$ cat config.mk
export PLATFORM = sky130hd
export DESIGN_NAME = smbe_div
export DESIGN_NICKNAME = d
export VERILOG_FILES = /design/src/smbe_pkg.sv /design/src/smbe_div.sv
export SDC_FILE = /design/constraint.sdc
export NUM_CORES = 1
export LEC_CHECK = 0
export ABC_CLOCK_PERIOD_IN_PS = 3800
export BUFFER_PORTS_ARGS = -buffer_cell sky130_fd_sc_hd__buf_2
export CORE_UTILIZATION = 30
export DETAILED_ROUTE_END_ITERATION = 12
export PLACE_DENSITY = 0.45
export SLEW_MARGIN = 25
export SYNTH_ARGS = -nofsm -noshare
export SYNTH_HDL_FRONTEND = slang
export SYNTH_SLANG_ARGS = --single-unit
$ cat constraint.sdc
create_clock -name aclk -period 3.8 [get_ports aclk]
set_input_delay 0 -clock aclk [delete_from_list [all_inputs] [get_ports aclk]]
set_output_delay 0 -clock aclk [all_outputs]
set_load 0.03 [all_outputs]
$ cat src/smbe_pkg.sv
// Shared types and constants of the stack-machine bytecode executor.
`timescale 1ns / 1ps

package smbe_pkg;

    localparam int STACK_DEPTH = 1024;
    localparam int IDX_W       = $clog2(STACK_DEPTH);
    localparam int DEPTH_W     = 11;
    localparam int WORD_W      = 32;
    localparam int DIV_CNT_W   = $clog2(WORD_W);

    typedef enum logic [2:0] {
        OP_PUSH = 3'd0,
        OP_ADD  = 3'd1,
        OP_SUB  = 3'd2,
        OP_MUL  = 3'd3,
        OP_DIV  = 3'd4,
        OP_MOD  = 3'd5,
        OP_NEG  = 3'd6,
        OP_HALT = 3'd7
    } op_t;

    typedef enum logic [2:0] {
        STAT_OK    = 3'd0,
        STAT_HALT  = 3'd1,
        STAT_OVER  = 3'd2,
        STAT_UNDER = 3'd3,
        STAT_ZDIV  = 3'd4,
        STAT_STOP  = 3'd5
    } status_t;

    typedef enum logic [1:0] {
        ST_IDLE,
        ST_FETCH,
        ST_DIV
    } state_t;

    typedef struct packed {
        logic [2:0]               operation;
        logic signed [WORD_W-1:0] constant;
    } in_item_t;

    typedef struct packed {
        logic [2:0]               status;
        logic signed [WORD_W-1:0] value;
        logic [DEPTH_W-1:0]       depth;
    } out_item_t;

    // Divider start request.
    typedef struct packed {
        logic start;
        logic is_mod;
    } div_req_t;

endpackage

$ cat src/smbe_div.sv
// Iterative signed 32-bit divider, one quotient bit per cycle, truncating toward zero.
`timescale 1ns / 1ps

module smbe_div (
    input  logic                             aclk,
    input  logic                             aresetn,
    input  smbe_pkg::div_req_t               req,
    input  logic [smbe_pkg::WORD_W-1:0]      dividend,
    input  logic [smbe_pkg::WORD_W-1:0]      divisor,
    output logic                             done,
    output logic [smbe_pkg::WORD_W-1:0]      result
);

    logic                              busy_reg, busy_next;
    logic                              done_reg, done_next;
    logic [smbe_pkg::DIV_CNT_W-1:0]    cnt_reg, cnt_next;
    logic [smbe_pkg::WORD_W-1:0]       quo_reg, quo_next;
    logic [smbe_pkg::WORD_W-1:0]       rem_reg, rem_next;
    logic [smbe_pkg::WORD_W-1:0]       den_reg, den_next;
    logic                              neg_q_reg, neg_q_next;
    logic                              neg_r_reg, neg_r_next;
    logic                              is_mod_reg, is_mod_next;

    logic [smbe_pkg::WORD_W:0]         rem_sh;
    logic [smbe_pkg::WORD_W:0]         diff;
    logic [smbe_pkg::WORD_W-1:0]       mag_a, mag_b;

    assign mag_a  = dividend[smbe_pkg::WORD_W-1] ? (~dividend + 1'b1) : dividend;
    assign mag_b  = divisor[smbe_pkg::WORD_W-1]  ? (~divisor + 1'b1)  : divisor;
    assign rem_sh = {rem_reg, quo_reg[smbe_pkg::WORD_W-1]};
    assign diff   = rem_sh - {1'b0, den_reg};

    always_comb begin
        busy_next   = busy_reg;
        done_next   = 1'b0;
        cnt_next    = cnt_reg;
        quo_next    = quo_reg;
        rem_next    = rem_reg;
        den_next    = den_reg;
        neg_q_next  = neg_q_reg;
        neg_r_next  = neg_r_reg;
        is_mod_next = is_mod_reg;
        if (req.start) begin
            busy_next   = 1'b1;
            cnt_next    = '0;
            quo_next    = mag_a;
            rem_next    = '0;
            den_next    = mag_b;
            neg_q_next  = dividend[smbe_pkg::WORD_W-1] ^ divisor[smbe_pkg::WORD_W-1];
            neg_r_next  = dividend[smbe_pkg::WORD_W-1];
            is_mod_next = req.is_mod;
        end else if (busy_reg) begin
            if (diff[smbe_pkg::WORD_W]) begin
                rem_next = rem_sh[smbe_pkg::WORD_W-1:0];
                quo_next = {quo_reg[smbe_pkg::WORD_W-2:0], 1'b0};
            end else begin
                rem_next = diff[smbe_pkg::WORD_W-1:0];
                quo_next = {quo_reg[smbe_pkg::WORD_W-2:0], 1'b1};
            end
            cnt_next = cnt_reg + 1'b1;
            if (cnt_reg == smbe_pkg::DIV_CNT_W'(smbe_pkg::WORD_W - 1)) begin
                busy_next = 1'b0;
                done_next = 1'b1;
            end
        end
    end

    always_ff @(posedge aclk) begin
        if (!aresetn) begin
            busy_reg <= 1'b0;
            done_reg <= 1'b0;
        end else begin
            busy_reg <= busy_next;
            done_reg <= done_next;
        end
        cnt_reg    <= cnt_next;
        quo_reg    <= quo_next;
        rem_reg    <= rem_next;
        den_reg    <= den_next;
        neg_q_reg  <= neg_q_next;
        neg_r_reg  <= neg_r_next;
        is_mod_reg <= is_mod_next;
    end

    // Sign fix-up; most-negative / -1 wraps naturally.
    always_comb begin
        if (is_mod_reg) begin
            result = neg_r_reg ? (~rem_reg + 1'b1) : rem_reg;
        end else begin
            result = neg_q_reg ? (~quo_reg + 1'b1) : quo_reg;
        end
    end

    assign done = done_reg;

endmodule
==> results of run 1 <==
[stage by stage]
stage | power (mW) | util [%]
after floorplan | 2.53 | -
after global placement | 3.04 | 34.2
after detailed placement | 3.03 | 34.2
after CTS | 4.06 | 36.3
after global routing | 4.29 | 36.4
final | 4.03 | 36.4
[per-layer routing]
metal / global-route usage [%] / vias up / part of all wire, % / wire length, µm
met5: 0 / - / 0 / 0
met2: 28.1 / 161 / 46 / 11800
met1: 24.2 / 3786 / 50 / 12800
li1: - / 4106 / - / -
met3: 2.57 / 5 / 3.3 / 851
met4: 2.58 / 0 / 0.50 / 129
[cell type report]
cell class | count | area, µm²
Inverter | 51 | 191
Sequential cell | 106 | 2790
Timing Repair Buffer | 166 | 1100
Clock inverter | 5 | 40.0
Multi-Input combinational cell | 849 | 5590
Fill cell | 3051 | 18200
Tap cell | 384 | 480
Clock buffer | 11 | 264
[worst max-delay path by stage]
| stage | from | to | depth (start not counted) |
|---|---|---|---|
| final | rem_reg[10] | result[28] | 9 |
| after global routing | rem_reg[10] | result[28] | 9 |
| after CTS | rem_reg[10] | result[28] | 9 |
| after detailed placement | quo_reg[31] | rem_reg[5] | 13 |
| after global placement | quo_reg[31] | rem_reg[5] | 13 |
| after floorplan | quo_reg[31] | rem_reg[2] | 12 |
[cell families (layout without fill, tap and decap cells)]
logic type                 after synthesis  count (layout)  synth area share [%]
and+or+nand+nor                        357             357                  19.6
AOI/OAI and AO/OA                      295             295                  22.3
xor gates and xnor gates               149             149                  14.9
buffers and inverters                  107             233                  4.69
DFF                                    106             106                  31.8
adders and majority gates               39              39                  5.65
muxes                                    9               9                  1.04
[power breakdown]
group | switching (mW) | internal (mW)
registers | 0.121 | 1.35
logic | 0.958 | 0.602
clock network | 0.483 | 0.513
total | 1.56 | 2.47
[worst max-delay path, stage by stage (launching register included)]
cell	delay, ps
dfxtp_1	440
or4_4	600
or4_4	440
or4_4	440
or2_4	290
or3_4	370
o31ai_4	180
xor2_1	190
a21oi_1	100
buf_2	220
[timing repair]
| action | in CTS | in global routing |
|---|---|---|
| gates resized for setup | 0 | 2 |
| hold buffers | 32 | 0 |
| hold endpoints to repair | 34 | 0 |
| setup endpoints to repair | 0 | 20 |
| setup buffers | 0 | 0 |
[synthesized netlist by cell type (3+ instances only)]
cell,count
a211oi_1,5
a21boi_0,3
a21o_1,16
a21oi_1,75
a311oi_1,23
a31oi_1,11
a32oi_1,4
and2_1,3
and3_1,8
and4_1,3
buf_1,7
clkbuf_1,45
dfxtp_1,39
edfxtp_1,67
ha_1,38
inv_1,51
mux2i_1,8
nand2_1,123
nand2b_1,11
nand3_1,21
nand3b_1,3
nand4_1,7
nor2_1,100
nor2b_1,15
nor3_1,13
nor4_1,8
o21a_1,6
o21ai_0,65
o21bai_1,5
o22ai_1,4
o311ai_0,3
o31ai_1,38
o41ai_1,17
or3_1,14
or4_1,13
or4_4,4
xnor2_1,76
xor2_1,73
==> results.cfg, run 1 <==
[yosys]
yosysSeqAreaShare_pct = 31.8
syn_area_per_cell_um2 = 8.26
synth_top_area_share_pct = 22.9
yosys_warnings = 0
yosysTopAreaCell = edfxtp_1
synth_area_mm2 = 0.00877
synth_cell_types = 64
synthCells = 1062
synth_nets = 1169
synth_area_leaders = edfxtp_1, dfxtp_1, xnor2_1, xor2_1, ha_1
synth_edf_count = 67
ys_ff_latch = 106
synthArstFlopShare_pct = 0
synthFlopType = edfxtp_1

[grt]
grt_pass1_wl_um = 41500
grt_max_degree = 71
grt_usage_pct = 17.2
grt-ovfl-total = 0
antenna_found_initial = 0
grt_pass1_vias = 7577

[sta]
rsz0062_at_grt = false
whs_ps = 25.4
timing.fmax_mhz = 276
worst-slew-pin-transition_ps = 751
slew_headroom_pct = 49.8
finalMaxSlewViolations = 0
min_period_ps = 3630
finalSetupTns_ps = 0
fin_ws_ps = 172
hold_viol_final = 0
setup_viol = 0
fin_skew_ps = 9.04
final.period_utilization_pct = 95.5

[critical_path]
crit_fanout = 8
reg2reg_from = quo_reg[31]
path_class = reg2out
critPathRequiredTime_ps = 3800
cp_data_arrival_time_ps = 3630
end_kind = output port
start_kind = flop
ff2ff_path_depth = 13
r2r_end = rem_reg[18]
r2r_slack_ps = 310

[clocking]
cts.clk_slew.worst_paths_ps = 80
cts_root_buf = clkbuf_16
tritoncts = done
cts_sinks = 106
clockBufferDepth = 2
cts_buffers = 9
clk_latency_ps = 360
htree_levels = 3

[floorplanning]
die_area_mm2 = 0.0299
start_util_pct = 30.6
io_pins = 101
fp.dieW_um = 173
core_area_mm2 = 0.0287
rows = 62
die_h_um = 173

[min_path]
hold_path.class = in2reg
whs_endpoint = den_reg[3]
whs_path_depth = 2
hold_start = divisor[3]

[drt]
viasPerCell = 5.13
firstDrtPassIters = 7
drtIter0Drc = 619
routed_wl_um = 25600
routedWlPerCell_um = 16.3
vias = 8058
drc = 0
antenna_left = 0

[final_layout]
drive_gt1_share_pct = 14.3
mostFrequentLayoutCell = nand2_1
area_growth_pct = 19.2
post_layout_nonfiller_instances = 1572
design_area_mm2 = 0.0105
final_nets = 1290
final_cell_mix = nand2_1, nor2_1, buf_2, a21oi_1, xnor2_1
antennaDiodeCount = 0

[place]
hpwl_um = 19400
placed_area_mm2 = 0.00981
io_buffers = 100
dp_cells = 1523
pre_cts_slack_ps = 214
place_congestion = 0.810

[outcome]
outcome = finished, final reports clean

[job]
max_cap_viol_count = 0

[pwr]
ir_worst_vdd_v = 0.000219
powerDensity_mw_per_mm2 = 385
p_leak_nw = 4.23
Power figures use the tool's default switching activity.
==> run 2, diff against run 1 <==
- CORE_UTILIZATION: 30 -> 35
- PLACE_DENSITY: 0.45 -> 0.5
==> results.cfg, run 2 (same netlist as run 1, synthesis figures left out) <==
[sta]
min_period_ps = 3610
finalSetupTns_ps = 0
slew_headroom_pct = 56.5
hold_viol_final = 0
final.period_utilization_pct = 94.9
fin_skew_ps = 11.4
finalMaxSlewViolations = 0
setup_viol = 0
rsz0062_at_grt = false
worst-slew-pin-transition_ps = 650
timing.fmax_mhz = 277

[grt]
grt_usage_pct = 19.0
grt_pass1_vias = 7382
grt_max_degree = 53
grt-ovfl-total = 0
grt_pass1_wl_um = 39300
antenna_found_initial = 0

[critical_path]
start_kind = flop
cp_data_arrival_time_ps = 3610
r2r_slack_ps = 360
path_class = reg2out
end_kind = output port
slowest_delay_ps = 560
cpMostUsedCell = or4_4
cpMaxStageDelayCell = or4_4
crit_chain = buf_4 > or4_4 > or4_4 > or4_4 > or2_4 > or3_4 > o31ai_4 > xor2_1 > a21oi_1 > buf_2
crit_fanout = 7
critPathRequiredTime_ps = 3800

[drt]
viasPerCell = 5.33
routedWlPerCell_um = 16.0
drc = 0
firstDrtPassIters = 5
antenna_left = 0
routed_wl_um = 24100
vias = 8025
drtIter0Drc = 467

[clocking]
htree_levels = 3
post_cts_buffers = 0
cts_buffers = 9
clk_latency_ps = 360
tritoncts = done
cts_root_buf = clkbuf_16
clockBufferDepth = 2
cts_sinks = 106
cts.clk_slew.worst_paths_ps = 80

[pwr]
ir_worst_vdd_v = 0.000239
powerDensity_mw_per_mm2 = 382
p_leak_nw = 4.15
power.total_mw = 3.94

[floorplanning]
die_area_mm2 = 0.0257
start_util_pct = 35.9
fp.dieW_um = 160
rows = 57
io_pins = 101
die_h_um = 160
core_area_mm2 = 0.0245

[min_path]
hold_path.class = in2reg

[final_layout]
fillers = 2518
area_growth_pct = 17.5
final_nets = 1283
mostFrequentLayoutCell = nand2_1
drive_gt1_share_pct = 14.4
antennaDiodeCount = 0
final_cell_mix = nand2_1, nor2_1, buf_2, a21oi_1, xnor2_1

[place]
place_congestion = 0.852
io_buffers = 100
hpwl_um = 18300

[job]
max_cap_viol_count = 0

[outcome]
outcome = finished, final reports clean
==> run 2: cell count changes in the layout (fill, tap and decap cells not counted), moves of 2 or more <==
cell | before | now
nor4_1 | 8 | 6
nor2b_1 | 15 | 13
nor2b_2 | 0 | 2
dlygate4sd3_1 | 32 | 30
inv_6 | 2 | 0
nor4_2 | 0 | 2
clkinv_4 | 0 | 3
buf_4 | 32 | 29
==> run 2: final cells by class <==
class / count / area, µm² / share of cell area, %
clock buffers: 10 / 239 / 2.32
clock inverters: 6 / 50.0 / 0.485
inverters: 51 / 191 / 1.86
multi-input cells: 849 / 5600 / 54.3
flip-flops and latches: 106 / 2790 / 27.1
well taps: 324 / 405 / 3.93
repair buffers: 159 / 1030 / 9.98
==> run 2: metrics by stage <==
step / hold slack, ps / setup WS, ps / instances / area (µm²) / utilization, %
after CTS: 3.30 / 147 / 1504 / 10300 / 42.0
final: 6.97 / 192 / 1505 / 10300 / 42.1
after floorplan: 98.9 / 474 / 1062 / 8770 / -
after global placement: 195 / 340 / 1458 / 9680 / 39.6
after global routing: 8.89 / 44.4 / 1505 / 10300 / 42.1
after detailed placement: 189 / 206 / 1458 / 9680 / 39.6
==> run 2: report_power, final <==
part           total, mW  switching, mW  internal, mW
clock network      0.949          0.478         0.471
logic               1.51          0.917         0.590
registers           1.48          0.130          1.35
total               3.94           1.52          2.42
==> run 2: final timing paths <==
path               start    endpoint  depth (start not counted)
max          rem_reg[10]  result[28]                         10
min           divisor[4]  den_reg[4]                          2
max reg2reg  quo_reg[31]  rem_reg[7]                         12
min reg2reg   cnt_reg[3]  cnt_reg[3]                          2
==> run 2: what timing repair did <==
item                       in CTS  in global routing
hold endpoints to repair       32                  0
setup endpoints to repair       0                 19
hold buffers                   30                  0
gates resized for setup         0                  4
==> run 2: worst max-delay path, delay by kind of cell, from the launching register on <==
| kind | cells | cell delay (ps) |
|---|---|---|
| AO/OA/AOI/OAI | 2 | 360 |
| flip-flops | 1 | 330 |
| XOR/XNOR | 1 | 90 |
| buffers and inverters | 2 | 390 |
| AND/OR/NAND/NOR | 5 | 2090 |
==> run 2: metal layers <==
layer	track usage (%)	routed length [µm]
met5	0	0
met1	25.9	11400
met4	4.07	231
met2	32.0	11800
met3	2.32	755
